## src/design/c93enc_pkg.sv

```systemverilog
// Shared types, constants and helper functions for the Code 93 encoder.
// Holds the symbol pattern table and the modulo helpers. Has no dependencies.
`default_nettype none

package c93enc_pkg;

   // Code 93 constants.
   localparam logic [5:0] MOD_CHECK    = 6'd47;
   localparam logic [5:0] START_STOP   = 6'd47;
   localparam logic [4:0] C_WEIGHT_MAX = 5'd20;
   localparam logic [3:0] K_WEIGHT_MAX = 4'd15;
   localparam logic [3:0] QUIET_RESET  = 4'd10;

   // Pattern memory geometry: one 24-bit word per symbol, six 4-bit widths.
   localparam int PAT_DEPTH = 48;
   localparam int PAT_AW    = 6;
   localparam int PAT_WIDTH = 24;

   // One input transfer.
   typedef struct packed {
      logic [5:0] symbol_index;
      logic [7:0] message_length;
      logic       first_symbol;
      logic       last_symbol;
   } req_type;

   // One result transfer.
   typedef struct packed {
      logic [3:0] element_width;
      logic       is_bar;
      logic       end_of_code;
      logic       end_of_run;
   } rsp_type;

   // A job held for the sequencer and the check unit.
   typedef struct packed {
      logic [5:0] sym;
      logic       first;
      logic       last;
      logic [4:0] cw_init;
      logic [3:0] kw_init;
   } job_type;

   // One element descriptor between the sequencer and the output stage.
   typedef struct packed {
      logic       from_rom;
      logic [2:0] digit;
      logic [3:0] width;
      logic       is_bar;
      logic       end_of_code;
      logic       end_of_run;
   } elem_type;

   // Pattern word for a symbol; the first element sits in the top nibble.
   function automatic logic [PAT_WIDTH-1:0] pattern_word(input logic [PAT_AW-1:0] idx);
      logic [PAT_WIDTH-1:0] w;
      case (idx)
         6'd0:  w = 24'h131112;
         6'd1:  w = 24'h111213;
         6'd2:  w = 24'h111312;
         6'd3:  w = 24'h111411;
         6'd4:  w = 24'h121113;
         6'd5:  w = 24'h121212;
         6'd6:  w = 24'h121311;
         6'd7:  w = 24'h111114;
         6'd8:  w = 24'h131211;
         6'd9:  w = 24'h141111;
         6'd10: w = 24'h211113;
         6'd11: w = 24'h211212;
         6'd12: w = 24'h211311;
         6'd13: w = 24'h221112;
         6'd14: w = 24'h221211;
         6'd15: w = 24'h231111;
         6'd16: w = 24'h112113;
         6'd17: w = 24'h112212;
         6'd18: w = 24'h112311;
         6'd19: w = 24'h122112;
         6'd20: w = 24'h132111;
         6'd21: w = 24'h111123;
         6'd22: w = 24'h111222;
         6'd23: w = 24'h111321;
         6'd24: w = 24'h121122;
         6'd25: w = 24'h131121;
         6'd26: w = 24'h212112;
         6'd27: w = 24'h212211;
         6'd28: w = 24'h211122;
         6'd29: w = 24'h211221;
         6'd30: w = 24'h221121;
         6'd31: w = 24'h222111;
         6'd32: w = 24'h112122;
         6'd33: w = 24'h112221;
         6'd34: w = 24'h122121;
         6'd35: w = 24'h123111;
         6'd36: w = 24'h121131;
         6'd37: w = 24'h311112;
         6'd38: w = 24'h311211;
         6'd39: w = 24'h321111;
         6'd40: w = 24'h112131;
         6'd41: w = 24'h113121;
         6'd42: w = 24'h211131;
         6'd43: w = 24'h121221;
         6'd44: w = 24'h312111;
         6'd45: w = 24'h311121;
         6'd46: w = 24'h122211;
         default: w = 24'h111141;
      endcase
      return w;
   endfunction

   // Reduces a value below 47 * 32 modulo 47 by binary long division.
   function automatic logic [5:0] mod47(input logic [10:0] x);
      logic [10:0] r;
      r = x;
      for (int k = 4; k >= 0; k--) begin
         if (r >= (11'(MOD_CHECK) << k)) begin
            r = r - (11'(MOD_CHECK) << k);
         end
      end
      return r[5:0];
   endfunction

   // Starting C weight: length modulo 20, where zero gives 20.
   function automatic logic [4:0] cw_start_value(input logic [7:0] len);
      logic [8:0] r;
      r = {1'b0, len};
      for (int k = 3; k >= 0; k--) begin
         if (r >= (9'(C_WEIGHT_MAX) << k)) begin
            r = r - (9'(C_WEIGHT_MAX) << k);
         end
      end
      return (r == 9'd0) ? C_WEIGHT_MAX : r[4:0];
   endfunction

   // Starting K weight: (length + 1) modulo 15, where zero gives 15.
   function automatic logic [3:0] kw_start_value(input logic [7:0] len);
      logic [8:0] r;
      r = {1'b0, len} + 9'd1;
      for (int k = 4; k >= 0; k--) begin
         if (r >= (9'(K_WEIGHT_MAX) << k)) begin
            r = r - (9'(K_WEIGHT_MAX) << k);
         end
      end
      return (r == 9'd0) ? K_WEIGHT_MAX : r[3:0];
   endfunction

endpackage

`default_nettype wire

```

## src/design/c93enc_ram.sv

```systemverilog
// Generic simple dual-port RAM with one write port and a registered read port.
// No dependencies.
`default_nettype none

module c93enc_ram #(
   parameter int WIDTH = 24,
   parameter int DEPTH = 48
) (
   input  wire logic                     clock,
   input  wire logic                     wr_en,
   input  wire logic [$clog2(DEPTH)-1:0] wr_addr,
   input  wire logic [WIDTH-1:0]         wr_data,
   input  wire logic                     rd_en,
   input  wire logic [$clog2(DEPTH)-1:0] rd_addr,
   output logic      [WIDTH-1:0]         rd_data
);

   logic [WIDTH-1:0] mem_ff [DEPTH];
   logic [WIDTH-1:0] rd_data_ff;

   // Write port.
   always_ff @(posedge clock) begin
      if (wr_en) begin
         mem_ff[wr_addr] <= wr_data;
      end
   end

   // Read port; the data holds while the read is not enabled.
   always_ff @(posedge clock) begin
      if (rd_en) begin
         rd_data_ff <= mem_ff[rd_addr];
      end
   end

   assign rd_data = rd_data_ff;

endmodule

`default_nettype wire

```

## src/design/c93enc_chk.sv

```systemverilog
// Check-symbol unit: keeps the running C and K weights and the C and K sums modulo 47.
// Depends on c93enc_pkg.
`default_nettype none

module c93enc_chk
   import c93enc_pkg::*;
(
   input  wire logic    clock,
   input  wire logic    reset,
   input  wire logic    load,
   input  wire job_type load_job,
   output logic [5:0]   c_check,
   output logic [5:0]   k_check
);

   logic [4:0]  cw_ff, cw_in, cw_use, cw_dec;
   logic [3:0]  kw_ff, kw_in, kw_use, kw_dec;
   logic [5:0]  c_sum_ff, c_sum_in;
   logic [5:0]  k_sum_ff, k_sum_in;
   logic [10:0] prod_c_ff, prod_k_ff;
   logic        p1_valid_ff, p1_last_ff;
   logic [3:0]  kw_chk_ff;
   logic [5:0]  cchk_ff;
   logic [5:0]  ks_hold_ff;
   logic [9:0]  prod_ck_ff;
   logic [5:0]  kchk_ff;
   logic [5:0]  c_new, k_new;

   // Weights for this symbol and their successors.
   always_comb begin
      cw_use = load_job.first ? load_job.cw_init : cw_ff;
      kw_use = load_job.first ? load_job.kw_init : kw_ff;
      cw_dec = (cw_use <= 5'd1) ? C_WEIGHT_MAX : cw_use - 5'd1;
      kw_dec = (kw_use <= 4'd1) ? K_WEIGHT_MAX : kw_use - 4'd1;
      cw_in  = load_job.last ? C_WEIGHT_MAX : cw_dec;
      kw_in  = load_job.last ? K_WEIGHT_MAX : kw_dec;
   end

   // Sum update in the cycle after the products are registered.
   always_comb begin
      c_new    = mod47(11'(c_sum_ff) + prod_c_ff);
      k_new    = mod47(11'(k_sum_ff) + prod_k_ff);
      c_sum_in = c_sum_ff;
      k_sum_in = k_sum_ff;
      if (load && load_job.first) begin
         c_sum_in = '0;
         k_sum_in = '0;
      end else if (p1_valid_ff) begin
         c_sum_in = p1_last_ff ? 6'd0 : c_new;
         k_sum_in = p1_last_ff ? 6'd0 : k_new;
      end
   end

   // Control state and running sums.
   always_ff @(posedge clock) begin
      if (reset) begin
         cw_ff       <= C_WEIGHT_MAX;
         kw_ff       <= K_WEIGHT_MAX;
         c_sum_ff    <= '0;
         k_sum_ff    <= '0;
         p1_valid_ff <= 1'b0;
      end else begin
         p1_valid_ff <= load;
         c_sum_ff    <= c_sum_in;
         k_sum_ff    <= k_sum_in;
         if (load) begin
            cw_ff <= cw_in;
            kw_ff <= kw_in;
         end
      end
   end

   // Products and check symbols. The check pipeline runs freely and settles
   // well before the sequencer reaches the check patterns.
   always_ff @(posedge clock) begin
      if (load) begin
         prod_c_ff  <= 11'(load_job.sym) * 11'(cw_use);
         prod_k_ff  <= 11'(load_job.sym) * 11'(kw_use);
         p1_last_ff <= load_job.last;
         kw_chk_ff  <= kw_dec;
      end
      if (p1_valid_ff) begin
         cchk_ff    <= c_new;
         ks_hold_ff <= k_new;
      end
      prod_ck_ff <= 10'(cchk_ff) * 10'(kw_chk_ff);
      kchk_ff    <= mod47(11'(ks_hold_ff) + 11'(prod_ck_ff));
   end

   assign c_check = cchk_ff;
   assign k_check = kchk_ff;

endmodule

`default_nettype wire

```

## src/design/c93enc_seq.sv

```systemverilog
// Element sequencer: walks one job through quiet zones, patterns and checks,
// issuing one element and one pattern-memory read per cycle while adv is high.
// Depends on c93enc_pkg.
`default_nettype none

module c93enc_seq
   import c93enc_pkg::*;
(
   input  wire logic              clock,
   input  wire logic              reset,
   input  wire logic              adv,
   input  wire logic              pend_valid,
   input  wire job_type           pend_job,
   input  wire logic [5:0]        c_check,
   input  wire logic [5:0]        k_check,
   input  wire logic [3:0]        quiet_width,
   output logic                   load,
   output logic                   issue_valid,
   output elem_type               issue_elem,
   output logic [PAT_AW-1:0]      rd_addr
);

   localparam logic [2:0] PH_QLEFT  = 3'd0;
   localparam logic [2:0] PH_START  = 3'd1;
   localparam logic [2:0] PH_DATA   = 3'd2;
   localparam logic [2:0] PH_CCHK   = 3'd3;
   localparam logic [2:0] PH_KCHK   = 3'd4;
   localparam logic [2:0] PH_STOP   = 3'd5;
   localparam logic [2:0] PH_TERM   = 3'd6;
   localparam logic [2:0] PH_QRIGHT = 3'd7;

   localparam logic [2:0] LAST_DIGIT = 3'd5;

   logic        job_valid_ff;
   job_type     job_ff;
   logic [2:0]  phase_ff, phase_in;
   logic [2:0]  digit_ff, digit_in;
   logic        bar_phase_ff;
   logic        issue_last;
   logic        pat_end;
   logic [3:0]  quiet_elem;

   assign quiet_elem = (quiet_width == 4'd0) ? 4'd1 : quiet_width;
   assign pat_end    = (digit_ff == LAST_DIGIT);

   // Descriptor and memory address for the current element.
   always_comb begin
      issue_elem             = '0;
      issue_elem.digit       = digit_ff;
      issue_elem.is_bar      = bar_phase_ff;
      issue_elem.from_rom    = 1'b1;
      rd_addr                = START_STOP;
      issue_last             = 1'b0;
      case (phase_ff)
         PH_QLEFT: begin
            issue_elem.from_rom = 1'b0;
            issue_elem.width    = quiet_elem;
         end
         PH_DATA: begin
            rd_addr    = job_ff.sym;
            issue_last = pat_end && !job_ff.last;
         end
         PH_CCHK:  rd_addr = c_check;
         PH_KCHK:  rd_addr = k_check;
         PH_TERM: begin
            issue_elem.from_rom = 1'b0;
            issue_elem.width    = 4'd1;
         end
         PH_QRIGHT: begin
            issue_elem.from_rom    = 1'b0;
            issue_elem.width       = quiet_elem;
            issue_elem.end_of_code = 1'b1;
            issue_last             = 1'b1;
         end
         default: rd_addr = START_STOP;
      endcase
      issue_elem.end_of_run = issue_last;
   end

   // Next position within the job.
   always_comb begin
      phase_in = phase_ff;
      digit_in = digit_ff + 3'd1;
      case (phase_ff)
         PH_QLEFT: begin
            phase_in = PH_START;
            digit_in = '0;
         end
         PH_START, PH_DATA, PH_CCHK, PH_KCHK, PH_STOP: begin
            if (pat_end) begin
               phase_in = phase_ff + 3'd1;
               digit_in = '0;
            end
         end
         PH_TERM: begin
            phase_in = PH_QRIGHT;
            digit_in = '0;
         end
         default: begin
            phase_in = phase_ff;
            digit_in = '0;
         end
      endcase
   end

   assign issue_valid = job_valid_ff;
   assign load        = pend_valid && (!job_valid_ff || (adv && issue_last));

   // Job, position and bar/space phase. A new message restarts on a space.
   always_ff @(posedge clock) begin
      if (reset) begin
         job_valid_ff <= 1'b0;
         bar_phase_ff <= 1'b0;
         phase_ff     <= PH_DATA;
         digit_ff     <= '0;
      end else begin
         if (load && pend_job.first) begin
            bar_phase_ff <= 1'b0;
         end else if (adv && job_valid_ff) begin
            bar_phase_ff <= ~bar_phase_ff;
         end
         if (load) begin
            job_valid_ff <= 1'b1;
            phase_ff     <= pend_job.first ? PH_QLEFT : PH_DATA;
            digit_ff     <= '0;
         end else if (adv && job_valid_ff) begin
            if (issue_last) begin
               job_valid_ff <= 1'b0;
            end else begin
               phase_ff <= phase_in;
               digit_ff <= digit_in;
            end
         end
      end
   end

   // Job payload.
   always_ff @(posedge clock) begin
      if (load) begin
         job_ff <= pend_job;
      end
   end

endmodule

`default_nettype wire

```

## src/design/code93_barcode_encoder.sv

```systemverilog
// Top level of the Code 93 encoder: input register, pattern memory and its
// fill, output stage. Depends on c93enc_pkg, c93enc_ram, c93enc_chk, c93enc_seq.
//
//   Channel  Ports                             Moves
//   req      req_valid, req_stall, req_data    one symbol with length and marks
//   rsp      rsp_valid, rsp_stall, rsp_data    one bar or space width
//   csr      csr_wr_en, csr_wr_data            quiet zone width
//
// One element leaves per cycle while rsp_stall is low, one pattern-memory read each:
// a symbol in the middle of a message gives 6 elements, a first symbol 13, a last
// one 26, and a symbol that is both first and last 33.
// After reset the pattern memory is filled from the pattern table; req_stall is high while it fills.
// rsp_stall freezes the sequencer and the output stage; one further input
// transfer is held in the input register meanwhile.
`default_nettype none

module code93_barcode_encoder
   import c93enc_pkg::*;
(
   input  wire logic       clock,
   input  wire logic       reset,
   input  wire logic       req_valid,
   output logic            req_stall,
   input  wire req_type    req_data,
   output logic            rsp_valid,
   input  wire logic       rsp_stall,
   output rsp_type         rsp_data,
   input  wire logic       csr_wr_en,
   input  wire logic [3:0] csr_wr_data
);

   logic [3:0]           quiet_width_ff;
   logic                 filling_ff;
   logic [PAT_AW-1:0]    fill_cnt_ff;
   logic                 pend_valid_ff;
   job_type              pend_job_ff;
   logic [5:0]           sym_sat;
   logic                 adv;
   logic                 load;
   logic                 issue_valid;
   elem_type             issue_elem;
   logic [PAT_AW-1:0]    rd_addr;
   logic [PAT_WIDTH-1:0] rd_data;
   logic [5:0]           c_check, k_check;
   logic                 b_valid_ff;
   elem_type             elem_b_ff;
   logic [3:0]           b_width;
   logic                 rsp_valid_ff;
   rsp_type              rsp_data_ff;
   logic                 req_xfer;

   // Configuration register.
   always_ff @(posedge clock) begin
      if (reset) begin
         quiet_width_ff <= QUIET_RESET;
      end else if (csr_wr_en) begin
         quiet_width_ff <= csr_wr_data;
      end
   end

   // Pattern memory fill after reset.
   always_ff @(posedge clock) begin
      if (reset) begin
         filling_ff  <= 1'b1;
         fill_cnt_ff <= '0;
      end else if (filling_ff) begin
         fill_cnt_ff <= fill_cnt_ff + PAT_AW'(1);
         if (fill_cnt_ff == PAT_AW'(PAT_DEPTH - 1)) begin
            filling_ff <= 1'b0;
         end
      end
   end

   // Input register; out-of-range symbols saturate to start/stop.
   assign req_stall = filling_ff || pend_valid_ff;
   assign req_xfer  = req_valid && !req_stall;
   assign sym_sat   = (req_data.symbol_index > START_STOP) ? START_STOP
                                                           : req_data.symbol_index;

   always_ff @(posedge clock) begin
      if (reset) begin
         pend_valid_ff <= 1'b0;
      end else if (req_xfer) begin
         pend_valid_ff <= 1'b1;
      end else if (load) begin
         pend_valid_ff <= 1'b0;
      end
   end

   always_ff @(posedge clock) begin
      if (req_xfer) begin
         pend_job_ff.sym     <= sym_sat;
         pend_job_ff.first   <= req_data.first_symbol;
         pend_job_ff.last    <= req_data.last_symbol;
         pend_job_ff.cw_init <= cw_start_value(req_data.message_length);
         pend_job_ff.kw_init <= kw_start_value(req_data.message_length);
      end
   end

   // The whole element pipeline moves when the output register can take data.
   assign adv = !rsp_valid_ff || !rsp_stall;

   c93enc_chk u_chk (
      .clock    (clock),
      .reset    (reset),
      .load     (load),
      .load_job (pend_job_ff),
      .c_check  (c_check),
      .k_check  (k_check)
   );

   c93enc_seq u_seq (
      .clock       (clock),
      .reset       (reset),
      .adv         (adv),
      .pend_valid  (pend_valid_ff),
      .pend_job    (pend_job_ff),
      .c_check     (c_check),
      .k_check     (k_check),
      .quiet_width (quiet_width_ff),
      .load        (load),
      .issue_valid (issue_valid),
      .issue_elem  (issue_elem),
      .rd_addr     (rd_addr)
   );

   c93enc_ram #(
      .WIDTH (PAT_WIDTH),
      .DEPTH (PAT_DEPTH)
   ) u_pat_ram (
      .clock   (clock),
      .wr_en   (filling_ff),
      .wr_addr (fill_cnt_ff),
      .wr_data (pattern_word(fill_cnt_ff)),
      .rd_en   (adv),
      .rd_addr (rd_addr),
      .rd_data (rd_data)
   );

   // Element stage aligned with the memory read data.
   always_ff @(posedge clock) begin
      if (reset) begin
         b_valid_ff <= 1'b0;
      end else if (adv) begin
         b_valid_ff <= issue_valid;
      end
   end

   always_ff @(posedge clock) begin
      if (adv) begin
         elem_b_ff <= issue_elem;
      end
   end

   // Pick the width nibble of the pattern, or the fixed width.
   always_comb begin
      case (elem_b_ff.digit)
         3'd0:    b_width = rd_data[23:20];
         3'd1:    b_width = rd_data[19:16];
         3'd2:    b_width = rd_data[15:12];
         3'd3:    b_width = rd_data[11:8];
         3'd4:    b_width = rd_data[7:4];
         default: b_width = rd_data[3:0];
      endcase
      if (!elem_b_ff.from_rom) begin
         b_width = elem_b_ff.width;
      end
   end

   // Output register.
   always_ff @(posedge clock) begin
      if (reset) begin
         rsp_valid_ff <= 1'b0;
      end else if (adv) begin
         rsp_valid_ff <= b_valid_ff;
      end
   end

   always_ff @(posedge clock) begin
      if (adv) begin
         rsp_data_ff.element_width <= b_width;
         rsp_data_ff.is_bar        <= elem_b_ff.is_bar;
         rsp_data_ff.end_of_code   <= elem_b_ff.end_of_code;
         rsp_data_ff.end_of_run    <= elem_b_ff.end_of_run;
      end
   end

   assign rsp_valid = rsp_valid_ff;
   assign rsp_data  = rsp_data_ff;

endmodule

`default_nettype wire
```

## config.mk

```make
export PLATFORM = sky130hd
export DESIGN_NAME = code93_barcode_encoder
export DESIGN_NICKNAME = d
export VERILOG_FILES = /design/src/design/c93enc_pkg.sv /design/src/design/c93enc_ram.sv /design/src/design/c93enc_chk.sv /design/src/design/c93enc_seq.sv /design/src/design/code93_barcode_encoder.sv
export SDC_FILE = /design/constraint.sdc
export NUM_CORES = 2
export LEC_CHECK = 0
export BUFFER_PORTS_ARGS = -buffer_cell sky130_fd_sc_hd__buf_2
export CORE_ASPECT_RATIO = 1.2
export CORE_MARGIN = 5
export CORE_UTILIZATION = 47
export CTS_BUF_LIST = sky130_fd_sc_hd__clkbuf_8 sky130_fd_sc_hd__clkbuf_16
export CTS_CLUSTER_DIAMETER = 200
export DETAILED_ROUTE_END_ITERATION = 10
export HOLD_SLACK_MARGIN = 0.06
export SYNTH_ARGS = -nofsm -noshare
export SYNTH_HDL_FRONTEND = slang
export SYNTH_SLANG_ARGS = --single-unit
export TNS_END_PERCENT = 50
```

## constraint.sdc

```tcl
create_clock -name clock -period 10.1 [get_ports clock]
set_clock_uncertainty 0.05 [all_clocks]
set_input_delay 0 -clock clock [delete_from_list [all_inputs] [get_ports clock]]
set_output_delay 0 -clock clock [all_outputs]
set_load 0.02 [all_outputs]
```

==> flow_metrics.env <==
export IMPL_port_buffers=33
export IMPL_worstPathRequired_ns=10.58
export IMPL_grt_max_degree=167
export IMPL_synth_distinct_cells=125
export IMPL_period_share_pct=91.1
export IMPL_clock_sinks=939
export IMPL_drt_iter0_drc=2752
export IMPL_hold_viol=0
export IMPL_syn2layout_area_growth_pct=10.7
export IMPL_hp_class="in -> reg"
export IMPL_drive_gt1_share_pct=9.51
export IMPL_p_sw_share_pct=21.8
export IMPL_cts_tree="yes"
export IMPL_max_freq_ghz=0.109
export IMPL_place_ws_ns=0.943
export IMPL_clockBufferDepth=3
export IMPL_cp_max_fo=10
export IMPL_initial_core_util_pct=47.2
export IMPL_hpwlAfterDp_mm=72.5
export IMPL_synth_top_area_share_pct=56.0
export IMPL_wl_mm=119
export IMPL_synth_nets=4091
export IMPL_core_area_um2=98100
export IMPL_cp_end_kind="flop"
export IMPL_ys_flop_type="edfxtp_1"
export IMPL_drc=0
export IMPL_outcome="finished, violations left"
export IMPL_setup_viol=0
export IMPL_num_rows=126
export IMPL_dpl_cell_area_um2=47900
export IMPL_synth_edf_count=863
export IMPL_vias=31981
export IMPL_h_tree_depth=3
export IMPL_nNetsFinal=4113
export IMPL_yosys_register_bits=939
export IMPL_clkPwrFrac_pct=42.1
export IMPL_avgViaCountPerCell=6.03
export IMPL_r2r_end="u_chk.k_check[1]"
export IMPL_grt_setup_unrepaired="false"
export IMPL_cts_buffers=94
export IMPL_die_y_um=354
export IMPL_stdcell_area_um2=51200
export IMPL_fin_crit_ns=9.20
export IMPL_slew_violations=1
export IMPL_grt_pass1_wl_mm=183
export IMPL_leakage_nw=18.0
export IMPL_antenna_found_initial=0
export IMPL_power_frac_seq_pct=54.1
export IMPL_seq_area_frac_synth_pct=59.3
export IMPL_violations="antenna rules, capacitance limit, slew limit"
export IMPL_die_w_um=296
export IMPL_regToRegStartpoint="u_chk.ks_hold_ff[0]"
export IMPL_grt_pass1_vias=31059
export IMPL_syn_inst=3920
export IMPL_whs_ns=0.104
export IMPL_vdd_ir_drop_max_mv=0.182
export IMPL_ys_async_sr_fraction_pct=0
export IMPL_crit_type="reg -> reg"
export IMPL_cts_setup_buffers=0
export IMPL_intPower_mw=6.25
export IMPL_ys_warn_count=0
export IMPL_antenna_left=1
export IMPL_syn_cell_area_um2=46300
export IMPL_track_usage_pct=22.2
export IMPL_maxSlewHeadroom_pct=-1.03
export IMPL_yosysTopAreaCell="edfxtp_1"
export IMPL_avgSynthCellArea_um2=11.8
export IMPL_cts_root_buffer="clkbuf_16"
export IMPL_slowest_delay_ns=0.49
export IMPL_die_area_um2=105000
export IMPL_gp_congestion=0.874
export IMPL_firstDrtPassIters=5
export IMPL_hold_path_depth=2
export IMPL_power_per_cell_area_nw_per_um2=156
export IMPL_comb_power_share_pct=3.8
export IMPL_start_kind="flop"
export IMPL_postLayoutSetupSlackWorst_ns=0.901
export IMPL_hold_path_startpoint="req_data[0]"
export IMPL_tightest_slew_ns=1.50
export IMPL_maxCapViolCount=1
export IMPL_crit_top_cell="ha_1"
export IMPL_fin_tns_setup_ns=0
export IMPL_p_sw_mw=1.74
export IMPL_total_power_mw=7.99
export IMPL_cp_arrival_ns=9.67
export IMPL_r2r_cells=35
export IMPL_wl_per_cell_um=22.5
export IMPL_synthTopCellsByArea="edfxtp_1 56%, nand2_1 3.7%, nand3_1 3.4%"
export IMPL_reg2reg_setup_slack_ns=0.90
export IMPL_design_portCount=34
export IMPL_clk_pin_slew_worst_paths_ns=0.06
export IMPL_hold_end="pend_job_ff[9]"
export IMPL_clk_latency_ns=0.70
export IMPL_grt_ovfl_total=0
export IMPL_slowest_stage="xor2_1"
==> cell type report <==
cell class                 instances  area, um2
clock buffer                      97       2400
inverter                         113        424
multi-input combinational       2660      17700
tap                             1280       1600
sequential                       939      27500
fill                            8438      46800
clock inverter                    75        607
antenna                            6       15.0
timing repair buffer             134       1030
==> state kept, by name, indices dropped and copies added (netlist names), 4 cells and up <==
register,count
u_chk.kw_ff,4
u_seq.job_ff,6
rsp_data,7
u_chk.k_sum_ff,6
fill_cnt_ff,6
u_chk.prod_c_ff,11
u_pat_ram.wr_data,16
u_pat_ram.mem_ff,768
u_chk.prod_ck_ff,10
elem_b_ff,11
u_chk.c_sum_ff,6
u_chk.ks_hold_ff,6
u_chk.kw_chk_ff,4
u_chk.prod_k_ff,10
u_pat_ram.rd_data,16
u_chk.cw_ff,5
u_chk.c_check,6
quiet_width_ff,4
u_chk.k_check,6
pend_job_ff,17
==> synth_stat cells (all sizes together) (72+ instances only) <==
cell type	number
o22ai	75
a211oi	83
edfxtp	863
a21oi	198
xnor2	72
mux2i	104
nand2	456
o21ai	120
ha	115
inv	107
clkbuf	154
dfxtp	76
nor2	215
nand3	322
o221ai	136
==> layout by cell type (no fill, tap or decap), types with 95 or more instances in the layout <==
master / count
ha_1: 115
clkbuf_16: 95
nor2_1: 208
nand3_1: 319
o221ai_1: 136
o21ai_0: 104
mux2i_1: 102
a21oi_1: 192
inv_1: 127
edfxtp_1: 863
nand2_1: 449
==> worst max-delay path by stage <==
stage / from / endpoint / slack (ns)
after global placement: u_chk.k_sum_ff[0] / u_chk.k_sum_ff[1] / 1.10
after CTS: u_chk.k_sum_ff[0] / u_chk.k_sum_ff[1] / 0.88
after global routing: u_chk.k_sum_ff[0] / u_chk.k_sum_ff[1] / 0.007
after floorplan: u_chk.prod_k_ff[0] / u_chk.k_sum_ff[1] / 2.03
after detailed placement: u_chk.k_sum_ff[0] / u_chk.k_sum_ff[1] / 0.94
final: u_chk.ks_hold_ff[0] / u_chk.k_check[1] / 0.90
==> power groups by stage <==
stage	Combinational [mW]	Sequential [mW]	Clock, mW
3_5_place_dp	0.296	4.40	0
5_1_grt	0.343	4.32	3.59
2_1_floorplan	0.227	4.37	0
6_report	0.307	4.32	3.36
4_1_cts	0.307	4.32	3.42
3_3_place_gp	0.294	4.40	0
==> critical path, delay by kind of cell (launching register included) <==
| kind | cells | cell delay, ns |
|---|---|---|
| simple gates | 9 | 1.57 |
| flops | 1 | 0.36 |
| buf+inv | 1 | 0.19 |
| fa+ha+maj | 6 | 1.95 |
| xor+xnor | 4 | 1.11 |
| compound gates | 13 | 3.35 |
| mux | 2 | 0.49 |
==> cells by family after synthesis <==
logic type	Yosys count	share of synthesized area, %
fa+ha+maj	148	4.49
buf+inv	321	2.65
compound gates	955	15.0
simple gates	1332	13.9
flops	939	59.3
mux	125	2.78
xor+xnor	100	1.94
==> what timing repair did <==
action / 4_1_cts / 5_1_grt
endpoints found under the setup margin: 0 / 3
hold endpoints to repair: 82 / 0
hold buffers: 31 / 0
resized for setup: 0 / 2
==> stage by stage <==
step,utilization (%),instances
final,52.2,5304
after global routing,52.2,5298
after CTS,52.2,5298
after detailed placement,48.8,5095
after global placement,48.8,5095
after floorplan,-,3920
==> per-layer routing <==
layer  vias up  track usage, %  wire [um]  share of wire (%)
li1      15101               -          -                  -
met1     15772            31.4      52100                 44
met2       927            36.8      57500                 48
met3       181            2.53       6910                5.8
met4         0            5.93       2940                2.5
met5         -               0          0                  0
No activity file was read; power rests on OpenSTA's default activity.
